==> config.mk <==
export PLATFORM = sky130hd
export DESIGN_NAME = spmcd_ctrl
export DESIGN_NICKNAME = d
export VERILOG_FILES = /design/src/hdl/spmcd_pkg.sv /design/src/hdl/spmcd_ctrl.sv
export SDC_FILE = /design/constraint.sdc
export NUM_CORES = 1
export LEC_CHECK = 0
export BUFFER_PORTS_ARGS = -buffer_cell sky130_fd_sc_hd__buf_2
export CORE_UTILIZATION = 35
export CTS_CLUSTER_DIAMETER = 50
export DETAILED_ROUTE_END_ITERATION = 12
export PLACE_DENSITY = 0.67
export RECOVER_POWER = 100
export REMOVE_ABC_BUFFERS = 1
export SYNTH_ARGS = -nofsm -noshare
export SYNTH_HDL_FRONTEND = slang
export SYNTH_SLANG_ARGS = --single-unit
==> constraint.sdc <==
create_clock -name clk -period 1.5 [get_ports clk]
set_input_delay 0.375 -clock clk [delete_from_list [all_inputs] [get_ports clk]]
set_output_delay 0.375 -clock clk [all_outputs]
set_load 0.02 [all_outputs]
==> src/hdl/spmcd_pkg.sv <==
`timescale 1ns / 1ps
package spmcd_pkg;

  localparam int MapWidthDef  = 512;
  localparam int MapHeightDef = 512;
  localparam int MaxRadiusDef = 31;

  localparam logic [1:0] KIND_MAP  = 2'd0;
  localparam logic [1:0] KIND_SCAN = 2'd1;
  localparam logic [1:0] KIND_RNG  = 2'd2;

  localparam logic [1:0] CLASS_FREE = 2'd0;
  localparam logic [1:0] CLASS_OBST = 2'd1;

  localparam logic [2:0] REG_RANGE_LOWER = 3'd0;
  localparam logic [2:0] REG_RANGE_UPPER = 3'd1;
  localparam logic [2:0] REG_ORIGIN_X    = 3'd2;
  localparam logic [2:0] REG_ORIGIN_Y    = 3'd3;
  localparam logic [2:0] REG_CPM         = 3'd4;
  localparam logic [2:0] REG_RADIUS      = 3'd5;
  localparam logic [2:0] REG_COLS        = 3'd6;
  localparam logic [2:0] REG_ROWS        = 3'd7;

  localparam logic [15:0] RANGE_GAIN = 16'd39797;

  function automatic logic [13:0] atan_lut(input logic [3:0] i);
    case (i)
      4'd0:    atan_lut = 14'd8192;
      4'd1:    atan_lut = 14'd4836;
      4'd2:    atan_lut = 14'd2555;
      4'd3:    atan_lut = 14'd1297;
      4'd4:    atan_lut = 14'd651;
      4'd5:    atan_lut = 14'd326;
      4'd6:    atan_lut = 14'd163;
      4'd7:    atan_lut = 14'd81;
      4'd8:    atan_lut = 14'd41;
      4'd9:    atan_lut = 14'd20;
      4'd10:   atan_lut = 14'd10;
      4'd11:   atan_lut = 14'd5;
      4'd12:   atan_lut = 14'd3;
      4'd13:   atan_lut = 14'd1;
      4'd14:   atan_lut = 14'd1;
      default: atan_lut = 14'd0;
    endcase
  endfunction

  typedef struct packed {
    logic map_wr;
    logic scan_ld;
    logic rng_ld;
    logic rot_init;
    logic rot_step;
    logic pose_add;
    logic mul_col;
    logic mul_row;
    logic cell_chk;
    logic win_init;
    logic win_step;
    logic commit;
  } spmcd_cmd_t;

  typedef struct packed {
    logic range_ok;
    logic rot_done;
    logic in_bounds;
    logic center_free;
    logic win_done;
    logic win_blocked;
  } spmcd_sts_t;

endpackage

==> src/hdl/spmcd_ctrl.sv <==
`timescale 1ns / 1ps
module spmcd_ctrl (
  input  logic                  clk,
  input  logic                  rst,
  input  logic                  in_valid,
  output logic                  in_stall,
  input  logic [1:0]            kind,
  output logic                  out_valid,
  input  logic                  out_stall,
  output spmcd_pkg::spmcd_cmd_t cmd,
  input  spmcd_pkg::spmcd_sts_t sts
);
  import spmcd_pkg::*;

  typedef enum logic [3:0] {
    S_IDLE, S_ROT0, S_ROT, S_POSE, S_MCOL, S_MROW, S_CHK, S_WINIT, S_WIN,
    S_WLAST, S_COMMIT, S_OUT
  } state_t;

  state_t state;
  logic acc;

  assign in_stall = (state != S_IDLE);
  assign acc = in_valid && !in_stall;

  always_ff @(posedge clk) begin
    if (rst) begin
      state <= S_IDLE;
      out_valid <= 1'b0;
    end else begin
      case (state)
        S_IDLE: if (acc && kind == KIND_RNG) state <= sts.range_ok ? S_ROT0 : S_COMMIT;
        S_ROT0: state <= S_ROT;
        S_ROT: if (sts.rot_done) state <= S_POSE;
        S_POSE: state <= S_MCOL;
        S_MCOL: state <= S_MROW;
        S_MROW: state <= S_CHK;
        S_CHK: state <= sts.in_bounds ? S_WINIT : S_COMMIT;
        S_WINIT: state <= S_WIN;
        S_WIN: if (sts.win_done) state <= S_WLAST;
        S_WLAST: state <= S_COMMIT;
        S_COMMIT: begin
          state <= S_OUT;
          out_valid <= 1'b1;
        end
        S_OUT: if (!out_stall) begin
          out_valid <= 1'b0;
          state <= S_IDLE;
        end
        default: state <= S_IDLE;
      endcase
    end
  end

  always_comb begin
    cmd = '0;
    cmd.map_wr = acc && kind == KIND_MAP;
    cmd.scan_ld = acc && kind == KIND_SCAN;
    cmd.rng_ld = acc && kind == KIND_RNG;
    cmd.rot_init = (state == S_ROT0);
    cmd.rot_step = (state == S_ROT);
    cmd.pose_add = (state == S_POSE);
    cmd.mul_col = (state == S_MCOL);
    cmd.mul_row = (state == S_MROW);
    cmd.cell_chk = (state == S_CHK);
    cmd.win_init = (state == S_WINIT);
    cmd.win_step = (state == S_WIN) || (state == S_WLAST);
    cmd.commit = (state == S_COMMIT);
  end
endmodule

Word level (Yosys, flattened, before mapping)

Index checks and enable logic that the tools add are counted.

Bits of input ports: 12
Register bits after elaboration: 5

Reductions and logical operators: 12
Equality and inequality tests: 17
Multiplexer cells: 9

Operators by type and width:

| operator                                                                | number |
|---|---|
| 4-bit one-hot mux with 12 select lines                                  | 1 |
| 4-bit two-way mux                                                       | 6 |
| 4-bit by 3-bit equality test with 1-bit output, second input constant   | 4 |
| 4-bit equality test, second input constant                              | 4 |
| 4-bit by 2-bit equality test with 1-bit output, second input constant   | 2 |
| 2-bit inequality test, second input constant                            | 3 |
| 4-bit by 1-bit equality test with 1-bit output, second input constant   | 1 |
| 1-bit logical AND                                                       | 4 |
| 4-bit logical NOT                                                       | 1 |
| 4-bit AND reduction                                                     | 1 |
| 4-bit nonzero test                                                      | 1 |
| 2-bit by 1-bit equality test with 1-bit output, second input constant   | 1 |
| 2-bit equality test, second input constant                              | 1 |
| 2-bit logical NOT                                                       | 1 |
| 2-bit by 1-bit inequality test with 1-bit output, second input constant | 1 |
| 1-bit one-hot mux with 2 select lines                                   | 1 |
| 2-bit AND reduction                                                     | 1 |
| 2-bit nonzero test                                                      | 1 |
| 1-bit logical NOT                                                       | 1 |
| 1-bit logical OR                                                        | 1 |
| 1-bit two-way mux                                                       | 1 |

Logic depth before layout (Yosys ltp)

Depth after elaboration: 6
Depth in mapped cells: 5
Gate-level depth less buffers: 4

Worst setup path before layout

Ideal clock, no wire load.

Path type: flip-flop to output port
Start point: register state[0]
End point: output port cmd[10] (netlist bit)
Path slack: -0.264 ns
Data arrival time: 1.389 ns
Cell stages (with the launch flop): 6
Data required time: 1.125 ns
Cells stage by stage: dfxtp_1 buf_2 buf_2 nor2_1 nand3_1 nor3b_1

RTL lines:

| item                   | RTL line         | text |
|---|---|---|
| start, declared        | spmcd_ctrl.sv:20 | `state_t state;` |
| start signal, assigned | spmcd_ctrl.sv:32 | `S_IDLE: if (acc && kind == KIND_RNG) state <= sts.range_ok ? S_ROT0 : S_COMMIT;` |
| start signal, assigned | spmcd_ctrl.sv:38 | `S_CHK: state <= sts.in_bounds ? S_WINIT : S_COMMIT;` |
| end, declared          | spmcd_ctrl.sv:10 | `output spmcd_pkg::spmcd_cmd_t cmd,` |

==> summary.txt <==
Outcome
  • Status: finished with violations
  • Failing checks: negative setup slack

GRT
  • Gr usage total: 19.7%
  • Vias in the first global route: 476
  • Antenna violations before repair: 0
  • Pin count of the biggest net entering global routing: 10
  • Global-route wire length before repair: 1.97 mm
  • GR Overflow Total: 0

Synthesis
  • Syn Area/Cell: 6.96 um^2
  • Part of the Yosys area used for sequential elements: 21.8%
  • FFs w/ async S/R, synth: 0%
  • Simple-gate share of the synthesized area: 41.7%
  • Yosys reg bits: 5
  • Ys flop type: dfxtp_1
  • Post-synthesis mux area share: 0%
  • Adder-cell share of the synthesized area: 0%
  • Post-synthesis cell count: 66
  • Ys Warns: 0
  • EDFF count, synth: 0
  • Yosys cell types: 30
  • Syn Std Cell Area: 459 um^2
  • Largest family of logic cells by synthesized area: simple AND/OR/NAND/NOR gates
  • Synth Area in Compound Gates: 25.1%
  • XOR/XNOR share of the synthesized area: 0%

Min path
  • Hold WC Path Type: in2reg
  • WHS Path Cells: 2
  • Hold wc startpoint: rst

STA
  • Worst slew pin tran: 252 ps
  • Final setup vio count: 5
  • Worst Skew: 6.20 ps
  • Rel. slew slack: 83.2%
  • Final Max Slew Viols: 0
  • Achievable frequency: 0.615 GHz
  • TNS Setup: -319 ps
  • Minimum clock period: 1630 ps
  • Hold Vio Cnt, Final: 0
  • RSZ-0062 raised after global routing: true
  • Final period util: 108%
  • Worst Slack Setup Final: -126 ps

Pwr
  • Sw power: 573 uW
  • Clock power frac: 12.1%
  • Pwr dens: 1600 nW/um^2
  • Leakage power: 0.386 nW
  • VDD IR max: 0.967 mV
  • Reg power frac: 19.0%
  • Combinational share of power: 68.9%
  • Sw Ratio: 44.9%
  • Internal power: 702 uW

Route
  • Pre-antenna DRT Iters: 4
  • Detailed-route via count: 611
  • Via density: 5.22
  • Final Routed Wirelength: 1.32 mm
  • DRT antenna net count: 0
  • DRT iter0 DRCs: 7
  • Drt drc: 0
  • Wire per inst: 11.3 um

Placed design
  • Placer Congestion: 0.823
  • # port buffers: 23
  • Hpwl dp: 893 um

Setup path
  • Worst r2r src: state[2]
  • Reg2reg path depth: 7
  • Worst Setup End Kind: output port
  • Worst Path Max Fanout: 4
  • Type of the worst setup path: reg2out
  • CP required: 1120 ps
  • CP startpoint kind: register
  • Critical Path Source: state[2]
  • Worst EP arrival: 1250 ps

Clocking
  • H-tree lvl count: 1
  • Clock slew at reported path FFs: 40 ps
  • Root Buffer: clkbuf_4
  • Hold_buf cts: 0
  • CTS tree: built
  • Clock tree sinks: 5
  • Clock Latency Late Sink: 240 ps
  • Longest Clk Path Bufs: 2
  • TritonCTS Buffers: 3

Cells and area
  • Final Core Density: 68.8%
  • Layout cells sized above 1: 59.2%
  • Diodes inserted: 0
  • Area growth from synthesis to layout: 73.3%
  • Most common cell after layout, fill and taps aside: buf_4
  • Most frequent cells in the layout: buf_4, buf_2, nor3_1, nor2_1, o21ai_0
  • # fillers: 86
  • Final net count: 116

Die
  • Die Span Y: 38.2 um
  • Io pins: 26
  • Die area: 1460 um^2
  • Core Box Area: 1160 um^2
  • Die X: 38.2 um
  • Initial core utilization: 39.7%
  • Rows: 12

Flow run
  • Max_cap viols: 0
[critical path: stages (launching register included)]
cell	delay, ps
dfxtp_2	320
and2b_1	220
nand2_2	60
or2_1	220
inv_1	70
buf_6	110
[path summary, 6_finish.rpt]
path	to	slack, ps
setup reg to reg	state[3]	60
hold / removal	state[3]	370
hold reg to reg	out_valid	490
setup / recovery	cmd[0]	-130
[sequential cells by signal (all words and copies together) (netlist names)]
signal and count:
out_valid 1, state 4
[layer usage]
layer	track usage, %	wire length (um)
met1	25.6	593
met2	30.5	656
met3	8.72	73
met4	2.68	0
met5	0	0
[cell usage after synthesis, types with 2 or more instances]
master | instances | area share, %
nand2b_1 | 2 | 2.7
o21ai_0 | 5 | 5.4
nor3b_1 | 2 | 3.3
buf_6 | 2 | 4.9
inv_1 | 3 | 2.5
buf_2 | 3 | 3.3
a21oi_1 | 4 | 4.4
nor3_1 | 9 | 9.8
nor2_1 | 7 | 5.7
nand2_1 | 5 | 4.1
dfxtp_1 | 5 | 22
[per-stage QoR]
step	hold slack, ps	setup WS [ps]	std cells	instance area, um^2	total power, mW
2_1_floorplan	444	-146	60	418	0.627
5_1_grt	383	-177	117	796	1.36
3_3_place_gp	465	97.6	107	626	0.882
4_1_cts	356	-132	115	727	1.14
3_5_place_dp	472	71.4	107	626	0.885
6_report	367	-126	117	796	1.27
[logic make-up (layout without fill, tap and decap cells)]
kind of cell / count (synthesis) / in the layout
AND/OR/NAND/NOR: 35 / 35
flip-flops: 5 / 5
buffers and inverters: 9 / 46
AO/OA/AOI/OAI: 17 / 17
[final cells by class]
cell class                 count  area [um^2]  area share, %
clock buffer                   4         26.3           3.30
tap                           14         17.5           2.20
timing repair buffer          39          254           31.9
sequential                     5          108           13.5
inverter                       3         11.3           1.42
multi-input combinational     52          379           47.6
[power by group through the flow]
stage	Clock (mW)	Combinational, mW	Sequential, mW
2_1_floorplan	0	0.357	0.270
3_3_place_gp	0	0.671	0.211
3_5_place_dp	0	0.671	0.214
4_1_cts	0.161	0.752	0.225
5_1_grt	0.163	0.943	0.249
6_report	0.154	0.877	0.243
[what timing repair did]
action                                  in CTS  in global routing
resized for setup                           15                 12
endpoints found under the setup margin      12                 11
pin swaps                                    1                  4
setup buffers                                4                  2
gates cloned                                 0                  0
(Power assumes the default switching activity.)
